==> src/rtl/core/kmp_pkg.sv <==
`timescale 1ns / 1ps
// ----------------------------------------------------------------------------
// kmp_pkg: shared types and constants
// Item payloads, the cell-to-cell link and fixed field widths of the
// k-transaction profit chain.
// ----------------------------------------------------------------------------
package kmp_pkg;

  localparam int PRICE_W  = 16;
  localparam int PROFIT_W = 31;
  localparam int HOLD_W   = 33;
  localparam int CALC_W   = 34;
  localparam int CFG_W    = 5;

  localparam logic [CFG_W-1:0]    CFG_RESET  = 5'd2;
  localparam logic [PROFIT_W-1:0] PROFIT_TOP = 31'h7FFF_FFFF;
  // -2^32: nothing bought yet
  localparam logic signed [HOLD_W-1:0] HOLD_NONE = {1'b1, 32'h0000_0000};

  typedef struct packed {
    logic [PRICE_W-1:0] price;
    logic               last;
  } kmp_in_t;

  typedef struct packed {
    logic [PROFIT_W-1:0] profit;
    logic                last_res;
  } kmp_out_t;

  typedef logic [CFG_W-1:0] kmp_cfg_t;

  // Data handed from one cell to the next
  typedef struct packed {
    logic                valid;
    logic [PRICE_W-1:0]  price;
    logic                last;
    logic [PROFIT_W-1:0] sold;
    logic [PROFIT_W-1:0] result;
  } kmp_link_t;

endpackage

==> src/rtl/core/kmp_cell.sv <==
`timescale 1ns / 1ps
// ----------------------------------------------------------------------------
// kmp_cell: one transaction-count cell
// Holds best hold/sold profit for one count, updates it with the passing
// price and hands the new sold value to the next cell.
// ----------------------------------------------------------------------------
module kmp_cell #(
  parameter int CELL_IDX = 0,
  parameter int KW       = 5
) (
  input  logic              clk_i,
  input  logic              rst_ni,
  input  logic              en_i,
  input  logic [KW-1:0]     k_i,
  input  kmp_pkg::kmp_link_t link_i,
  output kmp_pkg::kmp_link_t link_o
);
  import kmp_pkg::*;

  logic signed [HOLD_W-1:0] hold_q, hold_d;
  logic [PROFIT_W-1:0]      sold_q, sold_d;
  kmp_link_t                link_q;

  logic signed [CALC_W-1:0] price_x, buy_cand, hold_new, sell_cand;
  logic [PROFIT_W-1:0]      sell_sat, sold_new;

  always_comb begin
    price_x  = $signed({{(CALC_W-PRICE_W){1'b0}}, link_i.price});
    buy_cand = $signed({{(CALC_W-PROFIT_W){1'b0}}, link_i.sold}) - price_x;
    hold_new = ($signed({hold_q[HOLD_W-1], hold_q}) > buy_cand) ?
               $signed({hold_q[HOLD_W-1], hold_q}) : buy_cand;
    sell_cand = hold_new + price_x;
    // clamp to the profit range; negative means no sale yet
    if (sell_cand > $signed({{(CALC_W-PROFIT_W){1'b0}}, PROFIT_TOP})) begin
      sell_sat = PROFIT_TOP;
    end else if (sell_cand < 0) begin
      sell_sat = '0;
    end else begin
      sell_sat = sell_cand[PROFIT_W-1:0];
    end
    sold_new = (sell_sat > sold_q) ? sell_sat : sold_q;

    hold_d = hold_q;
    sold_d = sold_q;
    if (en_i && link_i.valid) begin
      if (link_i.last) begin
        hold_d = HOLD_NONE;
        sold_d = '0;
      end else begin
        hold_d = hold_new[HOLD_W-1:0];
        sold_d = sold_new;
      end
    end
  end

  always_ff @(posedge clk_i or negedge rst_ni) begin
    if (!rst_ni) begin
      hold_q <= HOLD_NONE;
      sold_q <= '0;
      link_q <= '0;
    end else begin
      hold_q <= hold_d;
      sold_q <= sold_d;
      if (en_i) begin
        link_q.valid  <= link_i.valid;
        link_q.price  <= link_i.price;
        link_q.last   <= link_i.last;
        link_q.sold   <= sold_new;
        // pick up the answer at the selected count
        link_q.result <= (k_i == KW'(CELL_IDX + 1)) ? sold_new : link_i.result;
      end
    end
  end

  assign link_o = link_q;

endmodule

==> config.mk <==
export PLATFORM = sky130hd
export DESIGN_NAME = kmp_cell
export DESIGN_NICKNAME = d
export VERILOG_FILES = /design/src/rtl/core/kmp_pkg.sv /design/src/rtl/core/kmp_cell.sv
export SDC_FILE = /design/constraint.sdc
export NUM_CORES = 1
export LEC_CHECK = 0
export ABC_AREA = 1
export CAP_MARGIN = 30
export CORE_AREA = 2 2 198 103
export CTS_CLUSTER_SIZE = 25
export DETAILED_ROUTE_END_ITERATION = 6
export DIE_AREA = 0 0 200 105
export DONT_BUFFER_PORTS = 1
export MAX_ROUTING_LAYER = met4
export PLACE_DENSITY = 0.73
export SLEW_MARGIN = 20
export SYNTH_ARGS = -nofsm -noshare
export SYNTH_HDL_FRONTEND = slang
export SYNTH_SLANG_ARGS = --single-unit
==> constraint.sdc <==
create_clock -name clk_i -period 10.5 [get_ports clk_i]
set_input_delay 0.525 -clock clk_i [delete_from_list [all_inputs] [get_ports clk_i]]
set_output_delay 0.525 -clock clk_i [all_outputs]
set_load 0.1 [all_outputs]
Yosys cells after proc, flatten, opt, wreduce, memory -nomap -nowiden
Cells that the tools add are included.

cells by class
  bitwise logic cells = 0
  mux-type cells = 7
  add/sub/neg operators = 2
  multipliers = 0
  magnitude comparators = 4
  equal/unequal tests = 1
  reduce and logical (&&, ||, !) cells = 1
  div/mod/pow operators = 0
  shift-type cells = 0

operator list
  kind                  number
  $mux 31               5
  $add 34x17->34        1
  $gt 34x32->1 const B  1
  $lt 34x1->1 const B   1
  $mux 34               1
  $gt 33x32->1          1
  $mux 33               1
  $sub 31x16->32        1
  $gt 31x31->1          1
  $eq 5x1->1 const B    1
  $logic_and 1x1->1     1

storage, ports and cells
  memories = 0
  RAM bits = 0
  input bits = 88
  bits in latches = 0
  bits in read-only memories = 0
  word-level logic and storage cells = 22
  register bits = 144
  output and inout bits = 80

Depth between registers and ports, before layout
Gate-level depths: netlist of run 1.

  word-level depth = 10
  depth in mapped cells = 73
  depth with buffers taken out = 68

Worst setup path before layout of run 1
No wires, ideal clock.

  path type = input to register
  start point = in link_i[31] in the netlist's numbering
  end point = reg link_q (netlist bit link_o[12])
  slack = 2.661 ns
  library setup time = 0.120 ns
  required time = 10.380 ns
  arrival = 7.720 ns
  path buffers = 5
  cell stages on the path = 68
  cells stage by stage = inv_1 ha_1 inv_1 fa_1 nand3_1 nand2_1 nand2_1 nand2_1 nand3_1 nand2_1 nand2_1 nand2_1 o21ai_0 nand2_1 ha_1 nand2_1 nor2_1 nand2_2 [32 not listed] nand2_1 nor2_1 a211oi_1 o221ai_1 a21oi_1 o221ai_1 nand2b_1 nand2_1 nand2_1 nand2_1 nand2_1 inv_1 buf_1 nand3_1 nand2_1 nand2_1 nand2_1 nand2_1

on the way
  longest elaborated chain between the ends = 10
  elaborated cells on any way between the ends = 11
  classes of those cells = add/sub: 2; order compare: 4; mux: 5

ends and longest elaborated chain
  element             line            RTL
  start, declared     kmp_cell.sv:15  input kmp_pkg::kmp_link_t link_i,
  $sub 31x16->32 (*)  kmp_cell.sv:29  buy_cand = $signed({{(CALC_W-PROFIT_W){1'b0}}, link_i.sold}) - price_x;
  $gt 33x32->1        kmp_cell.sv:30  hold_new = ($signed({hold_q[HOLD_W-1], hold_q}) > buy_cand) ?
  $mux 34 (*)         kmp_cell.sv:30
  $add 34x17->34 (*)  kmp_cell.sv:32  sell_cand = hold_new + price_x;
  $lt 34x1->1         kmp_cell.sv:36  end else if (sell_cand < 0) begin
  $mux 31             kmp_cell.sv:36
  $mux 31 (*)         kmp_cell.sv:34  if (sell_cand > $signed({{(CALC_W-PROFIT_W){1'b0}}, PROFIT_TOP})) begin
  $gt 31x31->1        kmp_cell.sv:41  sold_new = (sell_sat > sold_q) ? sell_sat : sold_q;
  $mux 31 (*)         kmp_cell.sv:41
  $mux 31 (*)         kmp_cell.sv:70  link_q.result <= (k_i == KW'(CELL_IDX + 1)) ? sold_new : link_i.result;
  end, declared       kmp_cell.sv:22  kmp_link_t link_q;

Mark *: on every way between the ends. The rest lies on a longest branch, timed or not.
A chain may end at the register's enable or synchronous reset.

Worst setup path in the final report of run 1
  start point = in link_i[65] in the netlist's numbering
  end point = reg link_q (netlist bit link_o[2])

on the way
  longest elaborated chain between the ends = 10
  elaborated cells on any way between the ends = 11
  classes of those cells = add/sub: 2; order compare: 4; mux: 5

ends and longest elaborated chain
  element             line
  $sub 31x16->32      kmp_cell.sv:29
  $gt 33x32->1        kmp_cell.sv:30
  $mux 34             kmp_cell.sv:30
  $add 34x17->34 (*)  kmp_cell.sv:32
  $lt 34x1->1         kmp_cell.sv:36
  $mux 31             kmp_cell.sv:36
  $mux 31 (*)         kmp_cell.sv:34
  $gt 31x31->1        kmp_cell.sv:41
  $mux 31 (*)         kmp_cell.sv:41
  $mux 31 (*)         kmp_cell.sv:70

Marks and branches as above.

==> results of run 1 <==
==> layer usage <==
| layer | vias to the layer above | wire length [um] | GRT usage |
|---|---|---|---|
| li1 | 4983 | - | - |
| met3 | 20 | 3890 | 0.107 |
| met1 | 4702 | 16500 | 0.509 |
| met4 | 0 | 224 | 0.0550 |
| met5 | - | 0 | - |
| met2 | 432 | 11900 | 0.398 |
==> final timing paths <==
check | startpoint | to | slack (ns) | depth (start not counted)
max | link_i[65] | link_o[2]$_DFFE_PN0P_ | 1.38 | 55
min | rst_ni | hold_q[22]$_DFFE_PN0P_ | 0.06 | 1
max reg2reg | hold_q[8]$_DFFE_PN0P_ | link_o[2]$_DFFE_PN0P_ | 2.74 | 48
min reg2reg | hold_q[24]$_DFFE_PN0P_ | hold_q[24]$_DFFE_PN0P_ | 0.55 | 2
max in group asynchronous | rst_ni | sold_q[29]$_DFFE_PN0P_ | 9.82 | 1
min in group clk_i | en_i | link_o[61]$_DFFE_PN0P_ | 0.19 | 1
==> cell type report <==
cell class                      instances  area, sq um  share of cell area
Clock buffer                           20          447              0.0379
Clock inverter                         12          159              0.0135
Inverter                              155          586              0.0497
Multi-Input combinational cell       1200         6520               0.554
Sequential cell                       144         3600               0.306
Tap cell                              266          333              0.0282
Timing Repair Buffer                   15          133              0.0113
==> power by group through the flow <==
stage / Sequential [W] / Combinational (W) / Clock, W
floorplan: 0.00136 / 0.00133 / 0
global route: 0.00140 / 0.00204 / 0.000668
CTS: 0.00138 / 0.00178 / 0.000643
detailed placement: 0.00139 / 0.00176 / 0
global placement: 0.00139 / 0.00171 / 0
finish: 0.00138 / 0.00182 / 0.000640
==> cell usage in the layout (no fill, tap or decap), types with 7 or more instances in the layout <==
master and instances:
o21ai_1 31, buf_4 14, nand2_1 509, a21oi_1 56, nand3_2 13, o22ai_1 30, o21ai_0 63, clkbuf_16 17
a22o_1 19, xor2_1 32, nor2_1 139, nand3_1 83, xnor2_1 9, nor3_1 7, inv_1 149, dfrtp_1 143
ha_1 96, nand2_2 42, nand4_1 11
==> cells in the mapped netlist (8+ instances only) <==
| library cell | instances | share of area |
|---|---|---|
| buf_2 | 8 | 0.0036 |
| inv_1 | 149 | 0.051 |
| nor2_1 | 139 | 0.047 |
| dfrtp_1 | 143 | 0.33 |
| o21ai_1 | 31 | 0.014 |
| nand3_2 | 13 | 0.012 |
| o22ai_1 | 30 | 0.017 |
| nand2_2 | 42 | 0.024 |
| o21ai_0 | 63 | 0.029 |
| xor2_1 | 32 | 0.025 |
| xnor2_1 | 9 | 0.0072 |
| nand2_1 | 509 | 0.17 |
| a22o_1 | 19 | 0.015 |
| clkbuf_1 | 40 | 0.014 |
| nand3_1 | 83 | 0.038 |
| ha_1 | 96 | 0.11 |
| nand4_1 | 11 | 0.0063 |
| a21oi_1 | 56 | 0.025 |
==> per-stage QoR <==
stage / setup WS (ns) / power [W]
after floorplan: 2.66 / 0.00269
after global routing: 0.459 / 0.00411
after detailed placement: 1.17 / 0.00315
after CTS: 1.63 / 0.00380
final: 1.38 / 0.00384
after global placement: 1.45 / 0.00310
==> kinds of logic after synthesis <==
family,after synthesis,synth area share
buf+inv,213,0.0803
simple gates,835,0.326
flops,144,0.327
fa+ha+maj,98,0.113
compound gates,226,0.121
xor+xnor,41,0.0326
==> flip-flops by register name, summed over array words and instances, names as in the netlist <==
signal,count
hold_q,33
link_o,80
sold_q,31
==> what timing repair did <==
item | in CTS | in global routing
setup endpoints to repair | 0 | 0
setup buffers | 0 | 0
hold endpoints to repair | 144 | 0
hold buffers | 1 | 0
gates resized for setup | 0 | 0
==> results.py, run 1 <==
metrics = {
    "yosys": {
        "synth_cell_type_count": 54,
        "synth_seq_cells": 144,
        "syn_avg_cell_area_sq_um": 7.07,
        "synth-edff-count": 0,
        "synthArstFlopShare": 1.00,
        "seq_area_frac_synth": 0.327,
        "netlist_area_sq_um": 11000,
        "synthCells": 1557,
        "yosys_most_used_dff": "dfrtp_1",
        "syn-num-nets": 1743,
        "yosys_warnings": 0,
    },
    "route": {
        "wl_per_cell_um": 17.9,
        "vias": 10137,
        "route.detailed.drc": 0,
        "totalWireLength_mm": 32.5,
        "drtPass1Iterations": 7,
        "ant_nets": 0,
        "first_iter_violations": 972,
        "viasPerCell": 5.59,
    },
    "global_route": {
        "grt_start_max_net_pins": 145,
        "grt_first_pass_wirelength_mm": 51.1,
        "grt_overflow_total": 0,
        "grt_pass1_vias": 9198,
        "antenna_found_initial": 0,
        "grt.total_usage": 0.326,
    },
    "sta": {
        "hold_violations": 0,
        "finalMaxSlewViolations": 0,
        "setup_viol": 0,
        "post-route-period-util": 0.869,
        "rsz0062_at_grt": "false",
        "slew_headroom": 0.353,
        "clock-skew-final_ns": 0.0108,
        "timing.final.crit_period_ns": 9.12,
        "whs_ns": 0.0571,
        "tightest_slew_ns": 0.971,
        "timing.fmax_mhz": 110,
        "tns_ns": 0,
    },
    "die": {
        "ios": 168,
        "core_area_sq_um": 19100,
        "fp-row-count": 36,
        "initial_core_util": 0.575,
        "dieArea_sq_um": 21000,
        "die_h_um": 105,
        "fp.dieW_um": 200,
    },
    "worst_setup_path": {
        "crit_top_cell": "nand2_1",
        "crit_arrival_ns": 9.44,
        "cp_max_fo": 35,
        "cp_num_buf_inv": 8,
        "critPathKind": "input port to register",
        "start_kind": "input port",
        "crit_slowest_cell": "o21ai_0",
        "worst-endpoint-required_ns": 10.82,
        "crit_family": "simple AND/OR/NAND/NOR gates",
        "cpPeakStageDelay_ns": 0.55,
        "cp-end-kind": "register",
    },
    "placed_design": {
        "port_buffers": 0,
        "placed_cells": 1779,
        "place_congestion": 0.990,
        "dp_hpwl_mm": 25.3,
        "placed_area_sq_um": 11200,
    },
    "clock_network": {
        "clkTransAtPathRegs_ns": 0.06,
        "numClockSinks": 144,
        "cts_tree": "yes",
        "ctsLongestPathBuffers": 2,
        "clk-insertion-delay-late_ns": 0.44,
        "ctsRootBufferMaster": "clkbuf_16",
        "cts_buffers": 17,
        "cts-htree-levels": 4,
    },
    "power": {
        "power-per-cell-area_nw_per_um2": 326,
        "swShare": 0.561,
        "p_sw_w": 0.00216,
        "intPower_w": 0.00169,
        "pwr-share-comb": 0.473,
        "power.leakage_nw": 6.10,
        "peakVddDrop_mv": 0.215,
        "sequentialPowerShare": 0.360,
        "clkPwrFrac": 0.167,
    },
    "status": {
        "status": "finished, final reports clean",
    },
    "flow_run": {
        "maxCapViolCount": 0,
    },
    "finish": {
        "n_fill_cell": 1795,
        "final_layout_size_suffix_gt1_frac": 0.0821,
        "stdcell_count": 1812,
        "num_antenna_cells": 0,
        "area_growth_pct": 7.07,
        "final_area_sq_um": 11800,
        "layout.nets": 1719,
        "finish.utilization": 0.616,
    },
    "worst_hold_path": {
        "hp-class": "input port to asynchronous set/reset pin",
    },
}
No activity file was read; power rests on OpenSTA's default activity.
==> inputs of run 2 (changes only) <==
==> constraint.sdc (replaced) <==
create_clock -name clk_i -period 10.5 [get_ports clk_i]
set_input_delay 1.575 -clock clk_i [delete_from_list [all_inputs] [get_ports clk_i]]
set_output_delay 1.575 -clock clk_i [all_outputs]
set_load 0.1 [all_outputs]
==> run 2 against run 1 <==
Non-clock buffer count up 2. Final area rose by 0.42%. Global-route usage up 0.22 points. Register-to-register slack improved by 0.35 ns. Sequential share of layout area down 0.13 points. Total power rose by 0.78%. Via count increased by 1.1%. Flip-flop and latch count is the same. Clock skew is 0.0077 ns higher.
==> results.py, run 2 (synthesized netlist as in run 1, its figures left out) <==
metrics = {
    "status": {
        "status": "finished, final reports clean",
    },
    "clock_network": {
        "cts-htree-levels": 4,
        "ctsRootBufferMaster": "clkbuf_16",
        "postCtsSetupRepairBufs": 0,
        "cts_tree": "yes",
        "cts_resized": 0,
        "ctsLongestPathBuffers": 2,
        "cts_hold_buf": 0,
        "cts_buffers": 17,
        "numClockSinks": 144,
        "clkTransAtPathRegs_ns": 0.06,
        "clk-insertion-delay-late_ns": 0.45,
    },
    "route": {
        "ant_nets": 0,
        "vias": 10246,
        "viasPerCell": 5.65,
        "drtPass1Iterations": 6,
        "totalWireLength_mm": 32.5,
        "route.detailed.drc": 0,
        "first_iter_violations": 995,
        "wl_per_cell_um": 17.9,
    },
    "sta": {
        "hold_violations": 0,
        "post-route-period-util": 0.920,
        "final.setup.worst_slack_ns": 0.837,
        "slew_headroom": 0.363,
        "rsz0062_at_grt": "false",
        "timing.final.crit_period_ns": 9.66,
        "clock-skew-final_ns": 0.0185,
        "setup_viol": 0,
        "tns_ns": 0,
        "timing.fmax_mhz": 103,
        "tightest_slew_ns": 0.956,
        "finalMaxSlewViolations": 0,
    },
    "power": {
        "sequentialPowerShare": 0.357,
        "swShare": 0.561,
        "power.total_w": 0.00387,
        "peakVddDrop_mv": 0.232,
        "power.leakage_nw": 6.13,
        "pwr-share-comb": 0.473,
        "power-per-cell-area_nw_per_um2": 327,
        "intPower_w": 0.00170,
        "p_sw_w": 0.00217,
        "clkPwrFrac": 0.170,
    },
    "worst_setup_path": {
        "cpPeakStageDelay_ns": 0.40,
        "rr_worst_depth": 49,
        "critPathKind": "input port to register",
        "crit_arrival_ns": 10.04,
        "crit_slowest_cell": "ha_1",
        "cp_max_fo": 35,
        "start_kind": "input port",
        "crit_top_cell": "nand2_1",
        "worst-endpoint-required_ns": 10.88,
        "cp-end-kind": "register",
    },
    "finish": {
        "area_growth_pct": 7.53,
        "layout_common_cells": "509 x nand2_1, 149 x inv_1, 143 x dfrtp_1, 138 x nor2_1, 96 x ha_1",
        "final_common_cell": "nand2_1",
        "stdcell_count": 1814,
        "num_antenna_cells": 0,
        "layout.nets": 1721,
        "final_layout_size_suffix_gt1_frac": 0.0846,
        "largest_register_ffs": 80,
        "finish.utilization": 0.618,
    },
    "placed_design": {
        "pre_cts_ws_ns": 0.363,
        "dp_hpwl_mm": 25.3,
        "place_congestion": 0.965,
        "port_buffers": 0,
        "placed_cells": 1780,
    },
    "worst_hold_path": {
        "hold_path_depth": 2,
        "hp-class": "register to register",
    },
    "global_route": {
        "grt_first_pass_wirelength_mm": 51.5,
        "grt_overflow_total": 0,
        "antenna_found_initial": 0,
        "grt_pass1_vias": 9215,
        "grt_start_max_net_pins": 145,
        "grt.total_usage": 0.328,
    },
    "die": {
        "fp-row-count": 36,
        "dieArea_sq_um": 21000,
        "ios": 168,
        "core_area_sq_um": 19100,
        "initial_core_util": 0.575,
        "die_h_um": 105,
        "fp.dieW_um": 200,
    },
    "flow_run": {
        "maxCapViolCount": 0,
    },
}
run 2: changes by cell type in the layout (fill, tap and decap cells not counted), sizes merged:
cell,delta
inv,+5
clkinvlp,-2
clkinv,-2
buf,+1
run 2: routing by layer:
layer | up-vias | GRT usage | wire length, um
li1 | 4997 | - | -
met4 | 0 | 0.0513 | 269
met3 | 21 | 0.124 | 3950
met5 | - | - | 0
met1 | 4767 | 0.511 | 16600
met2 | 461 | 0.393 | 11700
run 2: final cells by class:
type / instances / area (sq um)
clock buffers: 19 / 453
well taps: 266 / 333
flip-flops and latches: 144 / 3600
repair buffers: 17 / 151
multi-input cells: 1200 / 6540
fillers: 1788 / 7310
inverters: 155 / 586
clock inverters: 13 / 173
run 2: critical path: cells and delay by family:
kind	cells	cell delay [ns]
adder cells (fa/ha/maj)	5	1.43
AND/OR/NAND/NOR	38	4.44
buffers and inverters	6	0.77
AO/OA/AOI/OAI	10	1.84
run 2: metrics by stage:
stage,hold slack [ns],area (sq um)
3_5_place_dp,0.523,11200
5_1_grt,0.556,11800
6_report,0.544,11800
3_3_place_gp,0.508,11200
2_1_floorplan,0.477,11000
4_1_cts,0.544,11800
run 2: path summary, 6_finish.rpt:
kind | slack [ns] | startpoint | end
hold reg to reg | 0.54 | hold_q[22]$_DFFE_PN0P_ | hold_q[22]$_DFFE_PN0P_
hold / removal | 0.54 | hold_q[22]$_DFFE_PN0P_ | hold_q[22]$_DFFE_PN0P_
max in group asynchronous | 9.36 | rst_ni | link_o[46]$_DFFE_PN0P_
setup / recovery | 0.84 | link_i[65] | link_o[2]$_DFFE_PN0P_
setup reg to reg | 3.09 | hold_q[8]$_DFFE_PN0P_ | link_o[2]$_DFFE_PN0P_
min in group asynchronous | 0.83 | rst_ni | hold_q[22]$_DFFE_PN0P_
run 2: power groups by stage:
stage / clock network, W / registers, W / logic, W
6_report: 0.000658 / 0.00138 / 0.00183
4_1_cts: 0.000664 / 0.00139 / 0.00177
2_1_floorplan: 0 / 0.00136 / 0.00133
5_1_grt: 0.000691 / 0.00140 / 0.00205
3_3_place_gp: 0 / 0.00139 / 0.00172
3_5_place_dp: 0 / 0.00139 / 0.00176
==> inputs of run 3 (changes only) <==
- clock period: 10.5 -> 12.3 ns (I/O delays scaled with it)
==> run 3 against run 2 <==
Core utilization down 0.22 points. Total power down 14%. Final area down 0.36%. Largest cell class unchanged.
==> results.py, run 3 (synthesized netlist as in run 1, its figures left out) <==
metrics = {
    "route": {
        "totalWireLength_mm": 32.8,
        "ant_nets": 0,
        "viasPerCell": 5.64,
        "route.detailed.drc": 0,
        "vias": 10190,
        "first_iter_violations": 1093,
        "wl_per_cell_um": 18.1,
        "drtPass1Iterations": 5,
    },
    "worst_setup_path": {
        "start_kind": "input port",
        "cp_max_fo": 36,
        "rr_worst_depth": 50,
        "crit_top_cell": "nand2_1",
        "cpPeakStageDelay_ns": 0.53,
        "critPathLaunch": "link_i[65]",
        "worst-endpoint-required_ns": 12.62,
        "cp-end-kind": "register",
        "rrSetupSlack_ns": 3.96,
        "r2r_start": "hold_q[8]$_DFFE_PN0P_",
        "crit_slowest_cell": "o21ai_0",
        "critPathKind": "input port to register",
        "timing.rr.end": "link_o[29]$_DFFE_PN0P_",
        "crit_arrival_ns": 11.42,
    },
    "power": {
        "power-per-cell-area_nw_per_um2": 281,
        "swShare": 0.555,
        "peakVddDrop_mv": 0.170,
        "sequentialPowerShare": 0.355,
        "pwr-share-comb": 0.474,
        "power.leakage_nw": 6.11,
        "intPower_w": 0.00148,
        "p_sw_w": 0.00184,
        "clkPwrFrac": 0.171,
    },
    "finish": {
        "num_antenna_cells": 0,
        "final_layout_size_suffix_gt1_frac": 0.0798,
        "stdcell_count": 1808,
        "final_common_cell": "nand2_1",
        "layout.nets": 1715,
        "largest_register_ffs": 80,
        "layout_common_cells": "509 x nand2_1, 149 x inv_1, 143 x dfrtp_1, 139 x nor2_1, 96 x ha_1",
        "final_area_sq_um": 11800,
        "area_growth_pct": 7.14,
    },
    "worst_hold_path": {
        "hold-path-endpoint": "hold_q[25]$_DFFE_PN0P_",
        "hold_path_depth": 2,
        "hold_start": "hold_q[25]$_DFFE_PN0P_",
        "hp-class": "register to register",
    },
    "die": {
        "ios": 168,
        "core_area_sq_um": 19100,
        "fp.dieW_um": 200,
        "dieArea_sq_um": 21000,
        "fp-row-count": 36,
        "die_h_um": 105,
        "initial_core_util": 0.575,
    },
    "global_route": {
        "grt.total_usage": 0.331,
        "grt_start_max_net_pins": 145,
        "grt_first_pass_wirelength_mm": 51.6,
        "grt_overflow_total": 0,
        "grt_pass1_vias": 9294,
        "antenna_found_initial": 0,
    },
    "sta": {
        "tightest_slew_ns": 0.963,
        "timing.final.crit_period_ns": 11.10,
        "hold_violations": 0,
        "setup_viol": 0,
        "finalMaxSlewViolations": 0,
        "post-route-period-util": 0.902,
        "tns_ns": 0,
        "timing.fmax_mhz": 90.1,
        "rsz0062_at_grt": "false",
        "slew_headroom": 0.358,
        "clock-skew-final_ns": 0.0112,
    },
    "placed_design": {
        "place_congestion": 0.943,
        "port_buffers": 0,
        "placed_area_sq_um": 11200,
        "placed_cells": 1776,
        "dp_hpwl_mm": 25.4,
    },
    "clock_network": {
        "cts-htree-levels": 4,
        "ctsLongestPathBuffers": 2,
        "cts_tree": "yes",
        "clkTransAtPathRegs_ns": 0.06,
        "cts_buffers": 17,
        "clk-insertion-delay-late_ns": 0.44,
        "cts_resized": 0,
        "cts_hold_buf": 0,
        "postCtsSetupRepairBufs": 0,
        "ctsRootBufferMaster": "clkbuf_16",
        "numClockSinks": 144,
    },
    "flow_run": {
        "maxCapViolCount": 0,
    },
    "status": {
        "status": "finished, final reports clean",
    },
}
## run 3: cell types whose count changed in the layout (fill, tap and decap cells not counted), sizes merged
cell    delta
clkbuf     +1
bufinv     +1
inv        -4
clkinv     +1
buf        -5
## run 3: how the worst max path moves through the flow
stage          depth (start not counted)                     end  slack (ns)
6_report                              56  link_o[29]$_DFFE_PN0P_        1.20
5_1_grt                               56  link_o[29]$_DFFE_PN0P_        0.36
4_1_cts                               57  link_o[29]$_DFFE_PN0P_        1.48
3_5_place_dp                          61  link_o[29]$_DFFE_PN0P_        1.07
3_3_place_gp                          61   link_o[6]$_DFFE_PN0P_        1.50
2_1_floorplan                         68  link_o[12]$_DFFE_PN0P_        3.14
## run 3: per-layer routing
metal / routed length (um) / global-route usage
met2: 12000 / 0.409
met5: 0 / -
met4: 314 / 0.0614
met3: 3730 / 0.0904
met1: 16800 / 0.524
## run 3: worst max-delay path: cells and delay by family
kind / cells / cell delay, ns
AO/OA/AOI/OAI: 9 / 2.10
buffers and inverters: 5 / 1.20
AND/OR/NAND/NOR: 38 / 4.94
adder cells (fa/ha/maj): 4 / 1.29
## run 3: power groups by stage
stage	clock (W)	sequential [W]	combinational, W
after floorplan	0	0.00116	0.00114
after global placement	0	0.00118	0.00149
after detailed placement	0	0.00119	0.00152
after CTS	0.000572	0.00118	0.00154
after global routing	0.000595	0.00120	0.00176
final	0.000568	0.00118	0.00157
## run 3: metrics by stage
stage	worst slack (ns)	utilization	power (W)	hold slack, ns
final	1.20	0.616	0.00332	0.535
after global routing	0.362	0.616	0.00355	0.565
after CTS	1.48	0.616	0.00329	0.530
after detailed placement	1.07	0.583	0.00271	0.506
after global placement	1.50	0.583	0.00267	0.512
after floorplan	3.14	-	0.00230	0.477
## run 3: cell type report
cell class,instances,area (sq um)
fill,1785,7350
inverter,155,586
multi-input combinational,1200,6520
sequential,144,3600
clock inverter,11,178
clock buffer,21,460
tap,266,333
timing repair buffer,11,108
